==> config.mk <==
export PLATFORM = sky130hd
export DESIGN_NAME = split_row_partition_top
export DESIGN_NICKNAME = d
export VERILOG_FILES = /design/src/rtl/core/srp_pkg.sv /design/src/rtl/core/split_row_partition_top.sv /design/src/rtl/core/srp_in_stage.sv /design/src/rtl/core/srp_part_unit.sv /design/src/rtl/core/srp_out_stage.sv
export SDC_FILE = /design/constraint.sdc
export NUM_CORES = 1
export LEC_CHECK = 0
export BUFFER_PORTS_ARGS = -buffer_cell sky130_fd_sc_hd__buf_2
export CAP_MARGIN = 20
export CORE_AREA = 2 2 155 157
export DETAILED_ROUTE_END_ITERATION = 8
export DIE_AREA = 0 0 157 159
export HOLD_SLACK_MARGIN = 0.02
export PLACE_DENSITY_LB_ADDON = 0.25
export SKIP_CTS_REPAIR_TIMING = 1
export SLEW_MARGIN = 20
export SYNTH_ARGS = -nofsm -noshare
export SYNTH_HDL_FRONTEND = slang
export SYNTH_HIERARCHICAL = 1
export SYNTH_SLANG_ARGS = --single-unit
==> constraint.sdc <==
create_clock -name clk -period 7.9 [get_ports clk]
set_input_delay 0.395 -clock clk [delete_from_list [all_inputs] [get_ports clk]]
set_output_delay 0.395 -clock clk [all_outputs]
set_load 0.05 [all_outputs]
==> src/rtl/core/srp_pkg.sv <==
`timescale 1ns / 1ps
// Package for the split row partition block: item types, field widths and codes.
// Used by every module of the block and by its checker; depends on nothing.
package srp_pkg;

	localparam int ROW_W       = 24;
	localparam int BIN_W       = 16;
	localparam int IN_TDATA_W  = 112;
	localparam int OUT_TDATA_W = 80;
	localparam int OUT_USED_W  = 73;
	localparam int OUT_PAD_W   = OUT_TDATA_W - OUT_USED_W;

	localparam logic OP_COUNT   = 1'b0;
	localparam logic OP_PLACE   = 1'b1;
	localparam logic KIND_PLACE = 1'b0;
	localparam logic KIND_COUNT = 1'b1;

	typedef struct packed {
		logic             operation;
		logic [ROW_W-1:0] row_index;
		logic [BIN_W-1:0] bin_value;
		logic [BIN_W-1:0] split_bin;
		logic             is_leaf;
		logic             node_first;
		logic             node_last;
		logic [ROW_W-1:0] node_offset;
		logic [ROW_W-1:0] left_total;
	} in_item_t;

	typedef struct packed {
		logic             kind;
		logic [ROW_W-1:0] dest_position;
		logic [ROW_W-1:0] row_out;
		logic             goes_right;
		logic [ROW_W-1:0] left_count;
	} out_item_t;

endpackage

==> src/rtl/core/split_row_partition_top.sv <==
`timescale 1ns / 1ps
// Top level of the split row partition block: stream ports, input and result registers.
// Depends on srp_pkg, srp_in_stage, srp_part_unit and srp_out_stage.
//
// The block takes one row per clock cycle and sustains that rate while the
// result side keeps taking transactions. A row is held in the input register,
// compared and placed there against the left and right counters, and its
// result is loaded into the result register, which drives m_tvalid. The
// counter update, done as the row leaves the input register, is what fixes
// the rate at one row per cycle. Leaf rows and count-mode rows that are not
// the last of their node give no result transaction but still leave the
// input register, even while a result waits. s_tready follows m_tready
// combinationally when both registers are full and the waiting row gives a result.
module split_row_partition_top #(
	parameter int ROW_INDEX_BITS = 24,
	parameter int BIN_BITS       = 16
) (
	input  logic                                clk,
	input  logic                                arst_n,
	input  logic                                s_tvalid,
	output logic                                s_tready,
	// row_index[23:0], bin_value[39:24], split_bin[55:40], is_leaf[56],
	// node_first[57], node_offset[81:58], left_total[105:82], zero[111:106]
	input  logic [srp_pkg::IN_TDATA_W-1:0]      s_tdata,
	// operation[0]
	input  logic                                s_tuser,
	input  logic                                s_tlast,
	output logic                                m_tvalid,
	input  logic                                m_tready,
	// dest_position[23:0], row_out[47:24], goes_right[48], left_count[72:49],
	// zero[79:73]
	output logic [srp_pkg::OUT_TDATA_W-1:0]     m_tdata,
	// kind[0]
	output logic                                m_tuser
);
	import srp_pkg::*;

	in_item_t  item_in;
	in_item_t  item_s1;
	out_item_t result;
	out_item_t result_q;
	logic      valid_s1;
	logic      produces;
	logic      room;
	logic      advance;
	logic      load_in;

	always_comb begin
		item_in.operation   = s_tuser;
		item_in.row_index   = s_tdata[23:0];
		item_in.bin_value   = s_tdata[39:24];
		item_in.split_bin   = s_tdata[55:40];
		item_in.is_leaf     = s_tdata[56];
		item_in.node_first  = s_tdata[57];
		item_in.node_last   = s_tlast;
		item_in.node_offset = s_tdata[81:58];
		item_in.left_total  = s_tdata[105:82];
	end

	assign advance  = valid_s1 && (!produces || room);
	assign s_tready = !valid_s1 || advance;
	assign load_in  = s_tvalid && s_tready;

	srp_in_stage u_in (
		.clk      (clk),
		.arst_n   (arst_n),
		.load     (load_in),
		.advance  (advance),
		.item_in  (item_in),
		.valid_s1 (valid_s1),
		.item_s1  (item_s1)
	);

	srp_part_unit #(
		.ROW_INDEX_BITS (ROW_INDEX_BITS),
		.BIN_BITS       (BIN_BITS)
	) u_part (
		.clk        (clk),
		.arst_n     (arst_n),
		.item_valid (valid_s1),
		.item       (item_s1),
		.advance    (advance),
		.produces   (produces),
		.result     (result)
	);

	srp_out_stage u_out (
		.clk     (clk),
		.arst_n  (arst_n),
		.load    (advance && produces),
		.item_in (result),
		.taken   (m_tready),
		.room    (room),
		.valid_q (m_tvalid),
		.item_q  (result_q)
	);

	assign m_tuser = result_q.kind;
	assign m_tdata = {{OUT_PAD_W{1'b0}}, result_q.left_count, result_q.goes_right,
		result_q.row_out, result_q.dest_position};

endmodule

==> src/rtl/core/srp_in_stage.sv <==
`timescale 1ns / 1ps
// Input register of the split row partition block.
// Depends on srp_pkg for the input item type.
module srp_in_stage (
	input  logic             clk,
	input  logic             arst_n,
	input  logic             load,
	input  logic             advance,
	input  srp_pkg::in_item_t item_in,
	output logic             valid_s1,
	output srp_pkg::in_item_t item_s1
);
	import srp_pkg::*;

	always_ff @(posedge clk or negedge arst_n) begin
		if (!arst_n) begin
			valid_s1 <= 1'b0;
		end else if (load) begin
			valid_s1 <= 1'b1;
		end else if (advance) begin
			valid_s1 <= 1'b0;
		end
	end

	always_ff @(posedge clk) begin
		if (load) begin
			item_s1 <= item_in;
		end
	end

endmodule

==> src/rtl/core/srp_part_unit.sv <==
`timescale 1ns / 1ps
// Split compare, left and right counters and position arithmetic of the partition block.
// Depends on srp_pkg for the item types and codes.
module srp_part_unit #(
	parameter int ROW_INDEX_BITS = 24,
	parameter int BIN_BITS       = 16
) (
	input  logic              clk,
	input  logic              arst_n,
	input  logic              item_valid,
	input  srp_pkg::in_item_t  item,
	input  logic              advance,
	output logic              produces,
	output srp_pkg::out_item_t result
);
	import srp_pkg::*;

	localparam int CMP_BITS = (BIN_BITS < BIN_W) ? BIN_BITS : BIN_W;

	logic [ROW_INDEX_BITS-1:0] left_q;
	logic [ROW_INDEX_BITS-1:0] right_q;
	logic [ROW_INDEX_BITS-1:0] lc_base;
	logic [ROW_INDEX_BITS-1:0] rc_base;
	logic [ROW_INDEX_BITS-1:0] lc_next;
	logic [ROW_INDEX_BITS-1:0] rc_next;
	logic [ROW_INDEX_BITS-1:0] pos;
	logic                      right;
	logic                      is_place;

	always_comb begin
		lc_base  = item.node_first ? '0 : left_q;
		rc_base  = item.node_first ? '0 : right_q;
		right    = item.bin_value[CMP_BITS-1:0] > item.split_bin[CMP_BITS-1:0];
		is_place = (item.operation == OP_PLACE);
		lc_next  = right ? lc_base : lc_base + ROW_INDEX_BITS'(1);
		rc_next  = (is_place && right) ? rc_base + ROW_INDEX_BITS'(1) : rc_base;
		if (right) begin
			pos = ROW_INDEX_BITS'(item.node_offset) + ROW_INDEX_BITS'(item.left_total)
				+ rc_base;
		end else begin
			pos = ROW_INDEX_BITS'(item.node_offset) + lc_base;
		end
		produces = item_valid && !item.is_leaf && (is_place || item.node_last);
		result.kind          = is_place ? KIND_PLACE : KIND_COUNT;
		result.dest_position = is_place ? ROW_W'(pos) : '0;
		result.row_out       = item.row_index;
		result.goes_right    = right;
		result.left_count    = is_place ? '0 : ROW_W'(lc_next);
	end

	always_ff @(posedge clk or negedge arst_n) begin
		if (!arst_n) begin
			left_q  <= '0;
			right_q <= '0;
		end else if (advance && !item.is_leaf) begin
			left_q  <= lc_next;
			right_q <= rc_next;
		end
	end

endmodule

==> src/rtl/core/srp_out_stage.sv <==
`timescale 1ns / 1ps
// Result register of the split row partition block.
// Depends on srp_pkg for the result item type.
module srp_out_stage (
	input  logic               clk,
	input  logic               arst_n,
	input  logic               load,
	input  srp_pkg::out_item_t  item_in,
	input  logic               taken,
	output logic               room,
	output logic               valid_q,
	output srp_pkg::out_item_t  item_q
);
	import srp_pkg::*;

	assign room = !valid_q || taken;

	always_ff @(posedge clk or negedge arst_n) begin
		if (!arst_n) begin
			valid_q <= 1'b0;
		end else if (load) begin
			valid_q <= 1'b1;
		end else if (taken) begin
			valid_q <= 1'b0;
		end
	end

	always_ff @(posedge clk) begin
		if (load) begin
			item_q <= item_in;
		end
	end

endmodule

==> key figures, run 1 <==
Place
  • Detailed Place HPWL: 19,000 um
  • Final Wtd Congestion: between 0.9 and 1
  • # port buffers: between 150 and 200
  • Setup WS pre-CTS: roughly 3.4 ns
  • Placed Area: around 14,000 sq um

Synthesis
  • Area fraction of the dominant cell type after synthesis: 0.432
  • Synth async-reset ratio: 0.216
  • Mapped cell area: ~13,000 sq um
  • Main flop type after synthesis: edfxtp_1
  • Post-Synth XOR/XNOR Area: 0.0478
  • Yosys cell types: ~70
  • Post-synthesis simple-gate area fraction: 0.155
  • Post-synthesis mux area share: 0.0129
  • Syn Inst Count: around 1,100
  • Post-synth top area cell: edfxtp_1
  • Syn Area/Cell: 11.3 sq um
  • Main combinational cell family by area after synthesis: simple AND/OR/NAND/NOR gates
  • Post-synthesis sequential area ratio: 0.531
  • Yosys synthesis warning count: 6
  • Register bit total from synthesis: 232
  • Synth Area in Adders: 0.102
  • Top cells by area, synth: edfxtp_1, dfrtp_1, ha_1, fa_1, nand2_1
  • Post-synth EDFFs: 182
  • Compound-Gate Fraction of Synth Area: 0.108

Setup path
  • Crit Path Class: reg -> reg
  • Crit-path max FO: 22
  • Worst Path Required: around 8 ns
  • CP endpoint: u_out/item_q[72]
  • Worst setup EP type: flip-flop
  • Reg2reg end: u_out/item_q[72]
  • Reg2reg setup slack: ~3.3 ns
  • FF-to-FF Start: u_in/item_s1[49]
  • R2R depth: 12
  • Crit. Startpoint: u_in/item_s1[49]
  • CP Launch Type: flip-flop
  • CP Data Arrival Time: 4.85 ns

Power
  • Clock power frac: 0.369
  • Leakage: a little under 6 nW
  • Sequential share of power: 0.450
  • Pwr dens: 224 nW/um^2
  • P_sw: ~0.00090 W
  • Sw Share: 0.276
  • Final Power: ~0.0033 W
  • Internal power: about 0.0024 W
  • Worst vdd rail ir drop: roughly 0.19 mV
  • Combinational power share: 0.181

Global route
  • Largest net degree at the start of global routing: 76
  • Initial antenna violation count: 0
  • Vias in the first global route: around 8,400
  • Total GRT Usage: 0.212
  • First-pass GRT wire length: around 42,000 um
  • GRT Residual Overflow: 0

Final layout
  • Commonest cells after routing, fill and taps aside: buf_2, edfxtp_1, nand2_1, nor2_1
  • Share of cells above drive strength 1: 0.194
  • Commonest non-fill, non-tap cell in the layout: buf_2
  • Ant. Diodes: 0
  • Fin util: 0.627
  • Syn-to-layout area delta: 15.0%
  • Post-Layout Inst Area: 14,500 sq um
  • # fillers: 1,888
  • NumNets Final: 1,480

STA
  • Setup TNS: 0 ns
  • Slew margin rel.: 0.281
  • Final hold slack: -0.0133 ns
  • Tightest Pin Transition: ~1.1 ns
  • Final setup viols: 0
  • Worst Skew: around 0.0094 ns
  • Slew Limit Fails: 0
  • Minimum clock period: approximately 4.6 ns
  • Tcrit/Tclk final: 0.583
  • RSZ-0062 raised after global routing: false
  • Fmax: 0.217 GHz
  • Setup ws final: about 3.3 ns
  • Hold Vio Cnt, Final: 9

Outcome
  • Outcome: finished with violations
  • Violated checks: negative hold slack

Job
  • Max Cap Viol: 0

Routing
  • Routed vias: between 8,000 and 9,000
  • Post-DRT Antenna Nets: 0
  • Via density: between 5 and 6
  • 1st-iter DRT viols: 765
  • Routed wire length: about 27,000 um
  • Pre-antenna DRT Iters: 5
  • WL/cell: between 15 and 20 um
  • Remaining DRCs: 0

Clocking
  • Total CTS buffers: 26
  • Root buffer cell: clkbuf_16
  • Longest Clk Path Bufs: 3
  • CTS tree: yes
  • Worst-Skew Late Latency: between 0.5 and 0.6 ns
  • TritonCTS Sinks: around 230
  • Max H-tree Level: 1
  • Clk slew on worst S/H paths: about 0.06 ns

Floorplan
  • Chip width: 157 um
  • Initial Utilization: 0.545
  • I/O pins: 201
  • Core Rows: 56
  • Die area: between 20,000 and 25,000 sq um
  • Core Region: between 20,000 and 25,000 sq um
  • Die Y: 159 um

Hold path
  • Hold Crit Class: in -> async
==> power groups by stage <==
stage,Combinational (W),Clock [W],Sequential [W]
floorplan,0.000388,0,0.00155
global placement,0.000570,0,0.00149
detailed placement,0.000582,0,0.00149
CTS,0.000586,0.00123,0.00147
global route,0.000650,0.00128,0.00148
finish,0.000589,0.00120,0.00147
==> worst min path at each step <==
stage                           start               end  slack (ns)  cells after the start
floorplan                      arst_n     u_in/valid_s1         0.1                      0
global route              s_tdata[53]  u_in/item_s1[64]        0.02                      1
CTS                            arst_n     u_out/valid_q      -0.002                      2
detailed placement  u_in/item_s1[105]  u_out/item_q[47]        0.40                      0
global placement     u_in/item_s1[95]  u_out/item_q[37]        0.40                      0
finish                         arst_n     u_in/valid_s1       -0.01                      2
==> cell usage after synthesis, types with 6 or more instances <==
master      n
fa_1       25
nand2_1   104
clkbuf_1   36
o211ai_1    6
or3_1       6
a31oi_1     8
buf_4      32
and2_1      6
nor3_1     28
edfxtp_1  182
a221o_1     7
nor2b_1    48
a21oi_1    63
xor2_1     26
nor2_1     77
nand2b_1   15
o21ai_0    50
nand4_1    25
a21o_1     22
mux2i_1    14
a211oi_1   11
o21bai_1    8
ha_1       63
inv_1      37
nand3_1    38
o22ai_1     9
xnor2_1    43
dfrtp_1    50
nor4_1     12
==> critical path, cell delays in order (launching register included) <==
cell	delay (ns)
edfxtp_1	0.70
nor2b_1	0.36
fa_1	0.47
ha_1	0.27
fa_1	0.44
a211oi_1	0.44
o21ai_0	0.20
a21oi_1	0.46
o21bai_1	0.18
a31oi_1	0.33
o21ai_0	0.19
xnor2_1	0.18
o22ai_1	0.10
==> layout make-up <==
cell class / instances / area, sq um / share of cell area
Clock inverter: 10 / 126 / 0.00869
Sequential cell: 232 / 6720 / 0.462
Multi-Input combinational cell: 780 / 5410 / 0.372
Inverter: 38 / 145 / 0.00998
Timing Repair Buffer: 196 / 1010 / 0.0694
Tap cell: 319 / 399 / 0.0275
Clock buffer: 38 / 727 / 0.0500
==> registers in the layout (all words and copies together) (netlist names) <==
signal,cells
u_in/valid_s1,1
u_in/item_s1,108
u_part/right_q,24
u_out/item_q,74
u_part/left_q,24
u_out/valid_q,1
==> metal layers <==
metal  share of wire  global-route usage  routed length [um]  up-vias
li1                -                   -                   -     4349
met3           0.056              0.0324                1490       35
met2            0.50               0.364               13500      259
met5               0                   0                   0        -
met1            0.42               0.283               11300     4234
met4           0.020              0.0530                 533        0
==> logic make-up after synthesis <==
group           count (synthesis)
fa+ha+maj                      88
xor+xnor                       69
simple gates                  387
compound gates                213
buf+inv                       109
flops                         232
other cells                     1
mux                            16
==> metrics by stage <==
stage	hold slack, ns	instances
floorplan	0.0994	1121
global route	0.0206	1613
global placement	0.400	1563
finish	-0.0133	1613
CTS	-0.00190	1611
detailed placement	0.405	1563
No activity file was read; power rests on OpenSTA's default activity.
==> inputs of run 2 (changes only) <==
Settings changed: ABC_AREA from default to 1, CORE_AREA 2 2 155 157 to 2 2 168 170, DIE_AREA 0 0 157 159 to 0 0 170 172.
Clock period 7.9 ns to 4.2 ns, I/O delays scaled along.
==> run 2 against run 1 <==
Power grew 110%. Clock power grew 88%. Count of clock-buffer cells in the layout shrank 4. The run now ends clean. Setup slack lost 2.5 ns.
==> key figures, run 2 <==
Global route
  • GRT Residual Overflow: 0
  • Total GRT Usage: 0.256
  • Initial antenna violation count: 0
  • First-pass GRT wire length: 57,300 um
  • Largest net degree at the start of global routing: 75
  • Vias in the first global route: roughly 11,000

Final layout
  • Share of cells above drive strength 1: 0.140
  • Biggest register: u_in/item_s1
  • Post-Layout Inst Area: 17,400 sq um
  • Commonest non-fill, non-tap cell in the layout: nand2_1
  • Syn-to-layout area delta: 21.5%
  • # fillers: approximately 2,300
  • NumNets Final: 2,241
  • Largest regs: u_in/item_s1 (108), u_out/item_q (74)
  • Fin cells: ~2,400
  • Storage element area: approximately 6700 sq um
  • Ant. Diodes: 0
  • Area occupied by multi-input gates: 6170 sq um
  • Commonest cells after routing, fill and taps aside: nand2_1, inv_1, buf_2, nor2_1, edfxtp_1
  • Max reg flops: ~110

Routing
  • 1st-iter DRT viols: 880
  • Routed wire length: between 40,000 and 50,000 um
  • Pre-antenna DRT Iters: 5
  • WL/cell: 16.7 um
  • Via density: 5.10
  • Remaining DRCs: 0
  • Routed vias: between 10,000 and 15,000
  • Post-DRT Antenna Nets: 0

STA
  • Final setup viols: 0
  • Minimum clock period: about 3.5 ns
  • Worst Skew: roughly 0.018 ns
  • Tightest Pin Transition: slightly above 1 ns
  • Tcrit/Tclk final: 0.823
  • Setup TNS: 0 ns
  • Fmax: a little under 0.3 GHz
  • Final hold slack: between 0.07 and 0.08 ns
  • Slew margin rel.: 0.325
  • RSZ-0062 raised after global routing: false
  • Hold Vio Cnt, Final: 0
  • Slew Limit Fails: 0

Power
  • Leakage: roughly 8.5 nW
  • Internal power: around 0.0046 W
  • P_sw: between 0.002 and 0.0025 W
  • Sw Share: 0.325
  • Clock power frac: 0.333
  • Combinational power share: 0.253
  • Sequential share of power: 0.414
  • Pwr dens: ~390 nW/um^2
  • Final Power: 0.00675 W
  • Worst vdd rail ir drop: 0.378 mV

Clocking
  • Clk slew on worst S/H paths: roughly 0.06 ns
  • Root buffer cell: clkbuf_16
  • CTS tree: yes
  • Longest Clk Path Bufs: 3
  • Total CTS buffers: 25
  • TritonCTS Sinks: 232
  • Worst-Skew Late Latency: around 0.55 ns
  • Max H-tree Level: 1

Floorplan
  • Chip width: 170 um
  • Die area: about 30,000 sq um
  • I/O pins: between 200 and 250
  • Initial Utilization: 0.520
  • Die Y: 172 um
  • Core Region: about 27,000 sq um
  • Core Rows: between 60 and 70

Synthesis
  • Syn Inst Count: ~1,800
  • Register bit total from synthesis: ~230
  • Post-synth EDFFs: 182
  • Top-count cell post-synth: nand2_1
  • Mapped cell area: 14,300 sq um
  • Top cells by area, synth: edfxtp_1, nand2_1, dfrtp_1, inv_1, ha_1
  • Post-synth top area cell: edfxtp_1
  • Syn Area/Cell: a little over 8 sq um
  • Synth async-reset ratio: 0.216
  • Yosys synthesis warning count: 6
  • Most frequent cells after synthesis: nand2_1, inv_1, nor2_1
  • Area fraction of the dominant cell type after synthesis: 0.382
  • Yosys cell types: 38
  • Main flop type after synthesis: edfxtp_1
  • Post-synthesis sequential area ratio: 0.470

Job
  • Max Cap Viol: 0

Setup path
  • FF-to-FF Start: u_in/item_s1[49]
  • Crit-path max FO: 7
  • Worst Path Required: roughly 4.5 ns
  • Reg2reg setup slack: around 0.74 ns
  • R2R depth: 15
  • Crit Path Class: reg -> reg
  • CP Launch Type: flip-flop
  • CP endpoint: u_out/item_q[56]
  • CP Data Arrival Time: 3.73 ns
  • Reg2reg end: u_out/item_q[56]
  • Worst setup EP type: flip-flop
  • Crit. Startpoint: u_in/item_s1[49]

Outcome
  • Outcome: finished clean

Place
  • Detailed Place HPWL: roughly 29,000 um
  • DP Cell Count: 2,244
  • Placed Area: ~15,000 sq um
  • # port buffers: approximately 190
  • Final Wtd Congestion: 0.931

Hold path
  • Hold Crit Class: in -> async
## run 2: changes by cell type after synthesis, sizes merged, moves of 20 or more
cell | before | now
buf | 35 | 55
xnor2 | 43 | 14
clkbuf | 36 | 10
nor2b | 48 | 0
a21o | 22 | 1
nand3 | 38 | 119
nor2 | 77 | 212
inv | 38 | 270
o21ai | 51 | 19
nand2 | 105 | 597
## run 2: per-layer routing
layer	wire length [um]	vias up	global-route usage
met5	0	-	0
met4	1230	0	0.0825
met3	2770	64	0.0371
met2	19300	431	0.425
met1	16800	5670	0.348
li1	-	6071	-
## run 2: area by class of cell
type,instances,area share
inverter,271,0.0588
timing repair buffer,316,0.125
multi-input combinational,1189,0.356
sequential,232,0.387
clock inverter,12,0.00771
tap,346,0.0249
clock buffer,34,0.0408
## run 2: power by group through the flow
| stage | Combinational [W] | Clock (W) | Sequential [W] |
|---|---|---|---|
| 2_1_floorplan | 0.00104 | 0 | 0.00296 |
| 3_3_place_gp | 0.00157 | 0 | 0.00284 |
| 3_5_place_dp | 0.00160 | 0 | 0.00284 |
| 4_1_cts | 0.00161 | 0.00227 | 0.00279 |
| 5_1_grt | 0.00190 | 0.00237 | 0.00282 |
| 6_report | 0.00171 | 0.00225 | 0.00280 |
## run 2: worst min path at each step
stage                 from                end  cells past startpoint
floorplan           arst_n      u_in/valid_s1                      0
global placement    arst_n   u_part/left_q[1]                      1
detailed placement  arst_n   u_part/left_q[1]                      1
CTS                 arst_n  u_part/right_q[6]                      1
global route        arst_n  u_part/right_q[6]                      2
finish              arst_n  u_part/right_q[6]                      2
## run 2: cell families after synthesis
family / share of synthesized area
DFF: 0.470
adders and majority gates: 0.0901
xor gates and xnor gates: 0.0221
other: 0.000262
and+or+nand+nor: 0.290
AOI/OAI and AO/OA: 0.0269
buffers and inverters: 0.101
## run 2: critical path: stages, from the launching register on
cell	delay (ns)
edfxtp_1	0.52
clkinv_2	0.19
nand2_1	0.12
inv_1	0.09
fa_1	0.45
ha_1	0.27
fa_1	0.44
nand2_1	0.10
inv_1	0.05
nand2_1	0.05
nand2_1	0.13
nand2_1	0.11
nand2_1	0.11
xor2_1	0.16
o21ai_0	0.32
a21oi_1	0.08
## run 2: through the flow
stage	util	setup slack (ns)
2_1_floorplan	-	0.284
3_3_place_gp	0.561	0.844
3_5_place_dp	0.561	0.775
4_1_cts	0.592	0.770
5_1_grt	0.632	0.502
6_report	0.632	0.743
==> inputs of run 3 (changes only) <==
Settings changed: CORE_AREA 2 2 168 170 to 2 2 165 167, DIE_AREA 0 0 170 172 to 0 0 167 169.
Clock period 4.2 ns to 3.44 ns, I/O delays scaled along.
==> run 3 against run 2 <==
Clock power up 30%. Combinational power up 23%. Clock skew up 0.0016 ns. Worst hold slack better by 0.065 ns. Global-route usage up 0.31 points. Count of clock-buffer cells in the layout down 4. Setup slack worse by 0.50 ns. Via count up 0.60%. Critical path type unchanged.
==> key figures, run 3 (synthesis gave the netlist of run 2 again) <==
Outcome
  • Outcome: finished clean

Power
  • Sw Share: 0.316
  • Sequential share of power: 0.405
  • Pwr dens: slightly below 500 nW/um^2
  • Clock power frac: 0.346
  • Combinational power share: 0.249
  • Internal power: 0.00578 W
  • Leakage: between 8 and 9 nW
  • P_sw: 0.00267 W
  • Worst vdd rail ir drop: roughly 0.49 mV

Global route
  • First-pass GRT wire length: approximately 58,000 um
  • Initial antenna violation count: 1
  • Total GRT Usage: 0.259
  • Vias in the first global route: roughly 11,000
  • GRT Residual Overflow: 0
  • Largest net degree at the start of global routing: 54

Place
  • Placed Area: roughly 16,000 sq um
  • Final Wtd Congestion: between 0.9 and 1
  • Detailed Place HPWL: roughly 29,000 um
  • # port buffers: approximately 190

Final layout
  • Share of cells above drive strength 1: 0.140
  • Largest regs: u_in/item_s1 (108), u_out/item_q (74)
  • Biggest register: u_in/item_s1
  • Post-Layout Inst Area: between 15,000 and 20,000 sq um
  • Commonest cells after routing, fill and taps aside: nand2_1, inv_1, buf_2, nor2_1, edfxtp_1
  • Commonest non-fill, non-tap cell in the layout: nand2_1
  • Fin util: 0.660
  • NumNets Final: between 2,000 and 2,500
  • Syn-to-layout area delta: 22.4%
  • Max reg flops: roughly 110

Clocking
  • Total CTS buffers: 25
  • CTS tree: yes
  • Max H-tree Level: 1
  • Clk slew on worst S/H paths: roughly 0.060 ns
  • TritonCTS Sinks: 232
  • Root buffer cell: clkbuf_16
  • Worst-Skew Late Latency: 0.55 ns
  • Longest Clk Path Bufs: 3

STA
  • Tcrit/Tclk final: 0.930
  • Tightest Pin Transition: around 0.82 ns
  • Minimum clock period: roughly 3.2 ns
  • Slew Limit Fails: 0
  • Worst Skew: a little under 0.02 ns
  • RSZ-0062 raised after global routing: false
  • Fmax: about 0.31 GHz
  • Final setup viols: 0
  • Hold Vio Cnt, Final: 0
  • Slew margin rel.: 0.452
  • Setup TNS: 0 ns

Routing
  • Routed vias: roughly 12,000
  • Post-DRT Antenna Nets: 0
  • WL/cell: 16.6 um
  • Via density: between 5 and 6
  • Remaining DRCs: 0
  • Pre-antenna DRT Iters: 6
  • 1st-iter DRT viols: 1,098
  • Routed wire length: between 30,000 and 40,000 um

Setup path
  • Reg2reg setup slack: between 0.2 and 0.25 ns
  • Crit-path max FO: 7
  • CP cell instances: clkinv_2, buf_4, nand2_1, inv_1, fa_1, ha_1, nand2_1, nor2_1, nand3_1, nand3b_1, nand2_1, nand2_1, nand2_1, a21oi_1, nor2_1
  • Most common cell on crit path: nand2_1
  • Critical Path Slowest Stage Cell: fa_1
  • CP Launch Type: flip-flop
  • Worst path buffer plus inverter count: 3
  • Worst setup EP type: flip-flop
  • Worst Path Required: between 3 and 4 ns
  • Top delay family on crit path: simple AND/OR/NAND/NOR gates
  • CP Data Arrival Time: approximately 3.5 ns
  • Crit Path Class: reg -> reg
  • Max incr delay on CP: between 0.4 and 0.5 ns

Floorplan
  • Die area: 28,200 sq um
  • Die Y: roughly 170 um
  • Core Rows: 60
  • Chip width: roughly 170 um
  • I/O pins: 201
  • Core Region: between 20,000 and 30,000 sq um
  • Initial Utilization: 0.540

Job
  • Max Cap Viol: 0

Hold path
  • Hold Crit Class: in -> async
==> run 3: cell types whose count changed in the layout (fill, tap and decap cells not counted), sizes merged <==
cell and delta:
bufinv +4, buf +2, diode +1, clkinv +2, inv -2, clkbuf -4
==> run 3: final timing paths <==
path,start,cells after the start,end
worst max register to register,u_in/item_s1[49],15,u_out/item_q[68]
max in group asynchronous,arst_n,3,u_part/left_q[11]
worst min-delay path,arst_n,2,u_part/right_q[0]
min in group clk,s_tvalid,3,u_in/item_s1[47]
worst min register to register,u_in/item_s1[95],0,u_out/item_q[37]
worst max-delay path,u_in/item_s1[49],15,u_out/item_q[68]
==> run 3: cell type report <==
class	count	area, sq um
timing repair buffer	318	2260
clock buffer	30	644
tap	341	427
sequential	232	6720
multi-input combinational	1189	6180
fill	2180	9000
inverter	271	1020
clock inverter	16	248
antenna	1	2.50
==> run 3: power groups by stage <==
stage | Combinational [W] | Clock, W | Sequential (W)
after floorplan | 0.00127 | 0 | 0.00361
after global placement | 0.00193 | 0 | 0.00346
after detailed placement | 0.00197 | 0 | 0.00347
after CTS | 0.00198 | 0.00296 | 0.00341
after global routing | 0.00234 | 0.00308 | 0.00344
final | 0.00211 | 0.00292 | 0.00342
==> run 3: metrics by stage <==
step	total power, W	hold WS [ns]	instances	setup WS [ns]
after floorplan	0.00488	-0.124	1757	0.0301
after global placement	0.00539	0.184	2241	0.278
after detailed placement	0.00544	0.192	2241	0.253
after CTS	0.00835	-0.387	2287	0.243
after global routing	0.00885	0.198	2398	0.00630
final	0.00844	0.144	2398	0.240
==> run 3: layer usage <==
metal / global-route usage / vias up / share of wire
met1: 0.359 / 5720 / 0.42
li1: - / 6080 / -
met3: 0.0327 / 54 / 0.066
met2: 0.430 / 455 / 0.49
met5: 0 / - / 0
met4: 0.0776 / 0 / 0.025
